$ cat config.mk
export PLATFORM = sky130hd
export DESIGN_NAME = utf8_to_glyph_byte_transcoder_core
export DESIGN_NICKNAME = d
export VERILOG_FILES = /design/src/rtl/u2gbt_pkg.sv /design/src/rtl/utf8_to_glyph_byte_transcoder_core.sv
export VERILOG_INCLUDE_DIRS = /design/src /design/src/rtl
export SDC_FILE = /design/constraint.sdc
export NUM_CORES = 1
export LEC_CHECK = 0
export BUFFER_PORTS_ARGS = -buffer_cell sky130_fd_sc_hd__buf_2
export CORE_UTILIZATION = 45
export DETAILED_ROUTE_END_ITERATION = 10
export PLACE_DENSITY = 0.68
export SLEW_MARGIN = 20
export SYNTH_ARGS = -nofsm -noshare
export SYNTH_HDL_FRONTEND = slang
export SYNTH_SLANG_ARGS = --single-unit
export TNS_END_PERCENT = 10
$ cat constraint.sdc
create_clock -name clock -period 4.7 [get_ports clock]
set_input_delay 0.94 -clock clock [delete_from_list [all_inputs] [get_ports clock]]
set_output_delay 0.94 -clock clock [all_outputs]
set_load 0.05 [all_outputs]
$ cat src/rtl/utf8_to_glyph_byte_transcoder_core_macros.svh
// Assertion macros for the UTF-8 to glyph byte transcoder.
// Included by the top level; no other dependencies.
`ifndef UTF8_TO_GLYPH_BYTE_TRANSCODER_CORE_MACROS_SVH
`define UTF8_TO_GLYPH_BYTE_TRANSCODER_CORE_MACROS_SVH

// same-cycle implication
`define U2G_ASSERT_IMP(lbl, clk, rst, ante, cons) \
   lbl: assert property (@(posedge clk) disable iff (rst) (ante) |-> (cons)) \
      else $error("u2g assertion failed");

// next-cycle implication
`define U2G_ASSERT_NXT(lbl, clk, rst, ante, cons) \
   lbl: assert property (@(posedge clk) disable iff (rst) (ante) |=> (cons)) \
      else $error("u2g assertion failed");

`endif

$ cat src/rtl/u2gbt_pkg.sv
// Package for the UTF-8 to glyph byte transcoder: widths, constants, glyph ROMs.
// No dependencies.
package u2gbt_pkg;

   localparam int COUNT_BITS_DEF = 16;
   localparam int BYTE_W         = 8;
   localparam int CODE_W         = 16;
   localparam int LIMIT_W        = 16;
   localparam int WCOUNT_W       = 16;
   localparam int DATA_W         = 32;
   localparam int ADDR_W         = 3;

   localparam logic [LIMIT_W-1:0] LIMIT_RESET = 16'hFFFF;

   localparam logic [ADDR_W-1:2] REG_OUTPUT_LIMIT = 1'b0;

   localparam logic [CODE_W-1:0] ASCII_LO = 16'h0020;
   localparam logic [CODE_W-1:0] ASCII_HI = 16'h007E;
   localparam logic [CODE_W-1:0] CYR_LO   = 16'h0400;
   localparam logic [CODE_W-1:0] CYR_HI   = 16'h04FF;
   localparam int ASCII_ROM_N = 32;
   localparam int CYR_ROM_N   = 82;

   localparam logic [BYTE_W-1:0] ASCII_ROM [ASCII_ROM_N] = '{
      8'h5F, 8'h00, 8'h5D, 8'h00, 8'h00, 8'h00, 8'h00, 8'h00,
      8'h28, 8'h29, 8'h40, 8'h2B, 8'h2C, 8'h2D, 8'h2E, 8'h2F,
      8'h30, 8'h31, 8'h32, 8'h33, 8'h34, 8'h35, 8'h36, 8'h37,
      8'h38, 8'h39, 8'h3A, 8'h00, 8'h00, 8'h00, 8'h00, 8'h3F
   };

   localparam logic [BYTE_W-1:0] CYR_ROM [CYR_ROM_N] = '{
      8'h00, 8'h46, 8'h00, 8'h00, 8'h00, 8'h00, 8'h00, 8'h00,
      8'h00, 8'h00, 8'h00, 8'h00, 8'h00, 8'h00, 8'h00, 8'h00,
      8'h41, 8'h42, 8'h43, 8'h44, 8'h45, 8'h46, 8'h47, 8'h48,
      8'h49, 8'h4A, 8'h4B, 8'h4C, 8'h4D, 8'h4E, 8'h4F, 8'h50,
      8'h51, 8'h52, 8'h53, 8'h54, 8'h55, 8'h56, 8'h57, 8'h58,
      8'h59, 8'h5A, 8'h5B, 8'h5C, 8'h00, 8'h3C, 8'h3D, 8'h3E,
      8'h27, 8'h2A, 8'h5E, 8'h3B, 8'h61, 8'h66, 8'h62, 8'h63,
      8'h64, 8'h65, 8'h4B, 8'h67, 8'h68, 8'h69, 8'h6A, 8'h6B,
      8'h6C, 8'h6D, 8'h6E, 8'h6F, 8'h70, 8'h79, 8'h72, 8'h73,
      8'h74, 8'h75, 8'h76, 8'h77, 8'h78, 8'h71, 8'h7A, 8'h3E,
      8'h00, 8'h66
   };

   // code point to glyph byte; 0 means no glyph
   function automatic logic [BYTE_W-1:0] map_code(input logic [CODE_W-1:0] cp);
      logic [CODE_W-1:0] idx;
      logic [BYTE_W-1:0] g;
      g = '0;
      if (cp >= ASCII_LO && cp <= ASCII_HI) begin
         idx = cp - ASCII_LO;
         if (idx < CODE_W'(ASCII_ROM_N))
            g = ASCII_ROM[idx[4:0]];
      end else if (cp >= CYR_LO && cp <= CYR_HI) begin
         idx = cp - CYR_LO;
         if (idx < CODE_W'(CYR_ROM_N))
            g = CYR_ROM[idx[6:0]];
      end
      return g;
   endfunction

endpackage

$ cat src/rtl/utf8_to_glyph_byte_transcoder_core.sv
// Top level of the UTF-8 to glyph byte transcoder.
// Uses u2gbt_pkg and utf8_to_glyph_byte_transcoder_core_macros.svh.
//
// One text byte in, one result beat out, one byte per cycle unless req_stall
// holds the input. Each byte is decoded and mapped in the cycle it is accepted
// and its result is held in the output register, valid from the next cycle. A
// new byte is taken in the same cycle the held result leaves; req_stall follows
// rsp_stall in the same cycle while a result is held.
// output_limit caps the glyphs of each string; string_last clears the state.
module utf8_to_glyph_byte_transcoder_core #(
   parameter int COUNT_BITS = u2gbt_pkg::COUNT_BITS_DEF
) (
   input  logic                              clock,
   input  logic                              reset,
   input  logic                              req_valid,
   output logic                              req_stall,
   input  logic [u2gbt_pkg::BYTE_W-1:0]      req_text_byte,
   input  logic                              req_string_last,
   output logic                              rsp_valid,
   input  logic                              rsp_stall,
   output logic                              rsp_glyph_valid,
   output logic [u2gbt_pkg::BYTE_W-1:0]      rsp_glyph_byte,
   output logic                              rsp_string_done,
   output logic [u2gbt_pkg::WCOUNT_W-1:0]    rsp_written_count,
   input  logic                              psel,
   input  logic                              penable,
   input  logic                              pwrite,
   input  logic [u2gbt_pkg::ADDR_W-1:0]      paddr,
   input  logic [u2gbt_pkg::DATA_W-1:0]      pwdata,
   output logic [u2gbt_pkg::DATA_W-1:0]      prdata,
   output logic                              pready
);
   import u2gbt_pkg::*;

   localparam int CMP_W = (COUNT_BITS > LIMIT_W) ? COUNT_BITS : LIMIT_W;
   localparam logic [COUNT_BITS-1:0] COUNT_MAX = '1;

   logic [LIMIT_W-1:0]    limit_ff;
   logic [1:0]            pend_ff, pend_in;
   logic [CODE_W-1:0]     code_ff, code_in;
   logic [COUNT_BITS-1:0] count_ff, count_in;

   logic                  rsp_valid_ff;
   logic                  gvalid_ff, gvalid_in;
   logic [BYTE_W-1:0]     gbyte_ff, gbyte_in;
   logic                  done_ff;
   logic [WCOUNT_W-1:0]   wcount_ff, wcount_in;

   logic                  accept, csr_wr, room, is_cont, cp_done;
   logic                  last_beat, body_beat;
   logic [1:0]            pend_dec;
   logic [CODE_W-1:0]     code_dec, cp;
   logic [BYTE_W-1:0]     glyph;

   // config port
   assign pready = 1'b1;
   assign csr_wr = psel & penable & pwrite;
   assign prdata = (paddr[ADDR_W-1:2] == REG_OUTPUT_LIMIT) ?
                   DATA_W'(limit_ff) : '0;

   assign req_stall = rsp_valid_ff & rsp_stall;
   assign accept    = req_valid & ~req_stall;

   assign room = (CMP_W'(count_ff) < CMP_W'(limit_ff)) && (count_ff != COUNT_MAX);
   assign is_cont = (req_text_byte[7:6] == 2'b10);

   always_comb begin
      pend_dec = pend_ff;
      code_dec = code_ff;
      cp       = '0;
      cp_done  = 1'b0;
      if (pend_ff != 2'd0 && is_cont) begin
         code_dec = {code_ff[CODE_W-7:0], req_text_byte[5:0]};
         pend_dec = pend_ff - 2'd1;
         if (pend_ff == 2'd1) begin
            cp      = code_dec;
            cp_done = 1'b1;
         end
      end else begin
         if (pend_ff != 2'd0) begin
            pend_dec = 2'd0;
            code_dec = '0;
         end
         if (req_text_byte[7] == 1'b0) begin
            cp      = CODE_W'(req_text_byte);
            cp_done = 1'b1;
         end else if (req_text_byte[7:5] == 3'b110) begin
            code_dec = CODE_W'(req_text_byte[4:0]);
            pend_dec = 2'd1;
         end else if (req_text_byte[7:4] == 4'b1110) begin
            code_dec = CODE_W'(req_text_byte[3:0]);
            pend_dec = 2'd2;
         end
      end
      glyph = map_code(cp);
   end

   always_comb begin
      pend_in   = pend_ff;
      code_in   = code_ff;
      count_in  = count_ff;
      gvalid_in = 1'b0;
      gbyte_in  = '0;
      if (room) begin
         pend_in = pend_dec;
         code_in = code_dec;
         if (cp_done && cp != '0 && glyph != '0) begin
            gvalid_in = 1'b1;
            gbyte_in  = glyph;
            count_in  = count_ff + COUNT_BITS'(1);
         end
      end
      wcount_in = WCOUNT_W'(count_in);
      if (req_string_last) begin
         pend_in  = 2'd0;
         code_in  = '0;
         count_in = '0;
      end
   end

   always_ff @(posedge clock) begin
      if (reset) begin
         limit_ff     <= LIMIT_RESET;
         pend_ff      <= 2'd0;
         code_ff      <= '0;
         count_ff     <= '0;
         rsp_valid_ff <= 1'b0;
      end else begin
         if (csr_wr && paddr[ADDR_W-1:2] == REG_OUTPUT_LIMIT)
            limit_ff <= pwdata[LIMIT_W-1:0];
         if (accept) begin
            pend_ff  <= pend_in;
            code_ff  <= code_in;
            count_ff <= count_in;
         end
         if (accept)
            rsp_valid_ff <= 1'b1;
         else if (~rsp_stall)
            rsp_valid_ff <= 1'b0;
      end
   end

   always_ff @(posedge clock) begin
      if (accept) begin
         gvalid_ff <= gvalid_in;
         gbyte_ff  <= gbyte_in;
         done_ff   <= req_string_last;
         wcount_ff <= wcount_in;
      end
   end

   assign rsp_valid         = rsp_valid_ff;
   assign rsp_glyph_valid   = gvalid_ff;
   assign rsp_glyph_byte    = gbyte_ff;
   assign rsp_string_done   = done_ff;
   assign rsp_written_count = wcount_ff;

   assign last_beat = accept & req_string_last;
   assign body_beat = accept & ~req_string_last;

`include "utf8_to_glyph_byte_transcoder_core_macros.svh"

   `U2G_ASSERT_IMP(a_glyph_nonzero, clock, reset, rsp_valid_ff && gvalid_ff, gbyte_ff != '0)
   `U2G_ASSERT_NXT(a_last_clears, clock, reset, last_beat, count_ff == '0 && pend_ff == 2'd0)
   `U2G_ASSERT_IMP(a_stall_only_full, clock, reset, !rsp_valid_ff, !req_stall)
   `U2G_ASSERT_NXT(a_count_inc, clock, reset, body_beat, count_ff - $past(count_ff) <= COUNT_BITS'(1))

endmodule
==> results.cfg <==
[run_status]
status = complete, no violations

[pwr]
power.density_nw_per_um2 = 274
swShare = 0.315
seqPwrFrac = 0.430
p_sw_uw = 482
ir_worst_vdd_uv = 194
power_uw = 1530
p_clk_frac = 0.356
internal_power_uw = 1050
power_leakage_uw = 0.00254
combinationalPowerShare = 0.214

[floorplan]
core_area_um2 = 10500
io_pins = 112
die_w_um = 107
start_util = 0.471
fp-row-count = 37
fp.dieH_um = 107
dieArea_um2 = 11400

[placed_design]
place_hpwl_um = 8920
gp_congestion = 0.982
io_buffers = 75
pre_cts_ws_ns = 0.348

[routing]
drt-pass1-iter-count = 4
dr.first_iter.drc_count = 161
drc_errors = 0
ant_nets = 0
via_count = 4606
wirelength_um = 12400
wl_per_cell_um = 15.5
via_per_inst = 5.78

[synth]
synth_largest_type_area_fraction = 0.182
synth_cells = 595
syn_avg_cell_area_um2 = 8.33
synth_edf_count = 25
syn_area_um2 = 4950
ys_warn_count = 0
synthFlopType = dfxtp_1
async_flop_share = 0
synthTopCellsByArea = dfxtp_1 18%, edfxtp_1 15%, ha_1 6.8%, nor2_1 5.1%, nand2_1 4.2%
seq_area_frac_synth = 0.333
synth_top_area_cell = dfxtp_1
synth_cell_types = 73
ys_ff_latch = 70

[cts]
cts_setup_buffers = 0
root_buffer = clkbuf_8
ctsResizeCount = 0
numCtsBuffers = 9
clkLatencyLatePin_ns = 0.36
cts_tree = done
cts_buffer_depth = 2
cts_sinks = 70
clk_pin_slew_ns = 0.08
htree_levels = 3
hold_buffers = 0

[global_route]
grt_max_degree = 37
first_global_vias = 4232
grt-ovfl-total = 0
grt_pass1_wl_um = 20200
antenna_found_initial = 0
grt_usage = 0.222

[timing]
fin_crit_sh = 0.891
relSlewSlack = 0.313
min_period_ns = 4.19
hold_viol = 0
maxSlewViolCount = 0
fin_skew_ns = 0.00845
tightest_slew_ns = 1.03
rsz0062_at_grt = no
fin_ws_ns = 0.513
clock.fmax_mhz = 239
timing.setup.tns_ns = 0
setup_viol = 0

[finish]
regArea_um2 = 1650
n_antenna_cell = 0
drive_above_1_share = 0.183
fillCellCount = 1001
fin_nets = 734
area_growth_pct = 13.0
multi_input_area_um2 = 2900

[critical_path]
worstSetupPathType = reg2reg
reg2reg_to = count_ff[6]$_SDFFE_PP0P_
crit_required_ns = 4.97
ff2ff_path_depth = 17
crit_path_end_kind = flop
cp_cell_sequence = inv_1 -> ha_1 -> or3b_4 -> nand2_1 -> and2_1 -> inv_1 -> ha_1 -> nor2b_1 -> o22ai_1 -> nor4b_1 -> o21a_1 -> a211oi_1 -> a21o_1 -> buf_12 -> buf_4 -> or4_1 -> o211ai_1
critPathMaxStageDelay_ns = 0.50
crit_arrival_ns = 4.46
r2r_slack_ns = 0.51
cp_max_fo = 19
setup.worst_path.start_class = flop
reg2reg_from = pend_ff[0]$_SDFFE_PP0P_
critPathTopFamily = simple AND/OR/NAND/NOR gates
critical_path_buf_inv_count = 4
worst_path_max_delay_cell = or4_1

[hold_path]
min-delay-start = count_ff[15]$_SDFFE_PP0P_
hp-class = reg2reg
hold_depth = 1
hold-path-endpoint = count_ff[15]$_SDFFE_PP0P_

[run]
maxCapViolations = 0
==> registers in the layout, indices dropped and copies added, names as in the netlist <==
name               flops
pend_ff                2
limit_ff              16
rsp_glyph_byte         7
rsp_string_done        1
rsp_glyph_valid        1
code_ff               10
rsp_valid              1
rsp_written_count     16
count_ff              16
==> cell usage after synthesis, types with 9 or more instances <==
| cell | instances |
|---|---|
| nor3_1 | 11 |
| ha_1 | 27 |
| inv_1 | 33 |
| a21oi_1 | 21 |
| buf_4 | 19 |
| xor2_1 | 9 |
| and3_1 | 9 |
| a31oi_1 | 14 |
| edfxtp_1 | 25 |
| nand2b_1 | 13 |
| dfxtp_1 | 45 |
| o211ai_1 | 21 |
| a21o_1 | 9 |
| clkbuf_1 | 28 |
| nand3_1 | 11 |
| nor2_1 | 67 |
| a22oi_1 | 13 |
| nand2_1 | 55 |
| o21ai_0 | 15 |
==> power groups by stage <==
| stage | registers (uW) | clock network (uW) | logic [uW] |
|---|---|---|---|
| floorplan | 715 | 0 | 219 |
| global placement | 672 | 0 | 322 |
| detailed placement | 673 | 0 | 325 |
| CTS | 659 | 559 | 326 |
| global route | 661 | 582 | 352 |
| finish | 658 | 545 | 328 |
==> placed cells by master (no fill, tap or decap), types with 18 or more instances in the layout <==
cell,synthesis,routed
buf_2,3,75
nor2_1,67,67
inv_1,33,33
edfxtp_1,25,25
a21oi_1,21,21
ha_1,27,27
dfxtp_1,45,45
conb_1,2,18
o211ai_1,21,21
nand2_1,55,55
==> how the worst max path moves through the flow <==
stage	start	endpoint	slack, ns	depth (start not counted)
after global routing	pend_ff[0]$_SDFFE_PP0P_	count_ff[6]$_SDFFE_PP0P_	0.28	17
after floorplan	req_text_byte[6]	rsp_written_count[1]$_DFFE_PP_	0.43	15
final	pend_ff[0]$_SDFFE_PP0P_	count_ff[6]$_SDFFE_PP0P_	0.51	17
after detailed placement	req_text_byte[6]	count_ff[6]$_SDFFE_PP0P_	0.35	16
after global placement	req_text_byte[6]	count_ff[6]$_SDFFE_PP0P_	0.40	16
after CTS	pend_ff[0]$_SDFFE_PP0P_	count_ff[6]$_SDFFE_PP0P_	0.55	17
==> worst register-to-register path: stages, from the launching register on <==
cell	delay [ns]
dfxtp_1	0.37
inv_1	0.07
ha_1	0.32
or3b_4	0.47
nand2_1	0.10
and2_1	0.26
inv_1	0.12
ha_1	0.28
nor2b_1	0.18
o22ai_1	0.12
nor4b_1	0.39
o21a_1	0.21
a211oi_1	0.06
a21o_1	0.24
buf_12	0.16
buf_4	0.15
or4_1	0.50
o211ai_1	0.10
==> area by class of cell <==
| class | count | share of cell area |
|---|---|---|
| multi-input cells | 447 | 0.518 |
| flip-flops and latches | 70 | 0.295 |
| repair buffers | 93 | 0.0934 |
| well taps | 136 | 0.0304 |
| clock buffers | 11 | 0.0253 |
| inverters | 35 | 0.0235 |
| clock inverters | 5 | 0.0143 |
==> layer usage <==
layer	GRT usage	vias to the layer above	wire, um	share of wire
met4	0.0753	0	173	0.014
met2	0.381	154	6130	0.50
met1	0.273	2186	5360	0.43
met5	0	-	0	0
li1	-	2251	-	-
met3	0.0486	15	689	0.056
==> stage by stage <==
| step | area (um^2) | utilization | instances | hold slack [ns] |
|---|---|---|---|---|
| after floorplan | 5010 | - | 611 | 0.452 |
| after global placement | 5380 | 0.511 | 781 | 0.481 |
| after detailed placement | 5380 | 0.511 | 781 | 0.505 |
| after CTS | 5600 | 0.533 | 797 | 0.523 |
| after global routing | 5600 | 0.533 | 797 | 0.550 |
| final | 5600 | 0.533 | 797 | 0.516 |
==> logic make-up (layout without fill, tap and decap cells) <==
family	count (synthesis)	after routing	synth area share
xor gates and xnor gates	16	16	0.0283
and+or+nand+nor	222	222	0.226
buffers and inverters	94	144	0.0940
other	2	18	0.00152
muxes	9	9	0.0212
adders and majority gates	27	27	0.0682
AOI/OAI and AO/OA	155	155	0.228
DFF	70	70	0.333
(Power assumes the default switching activity.)
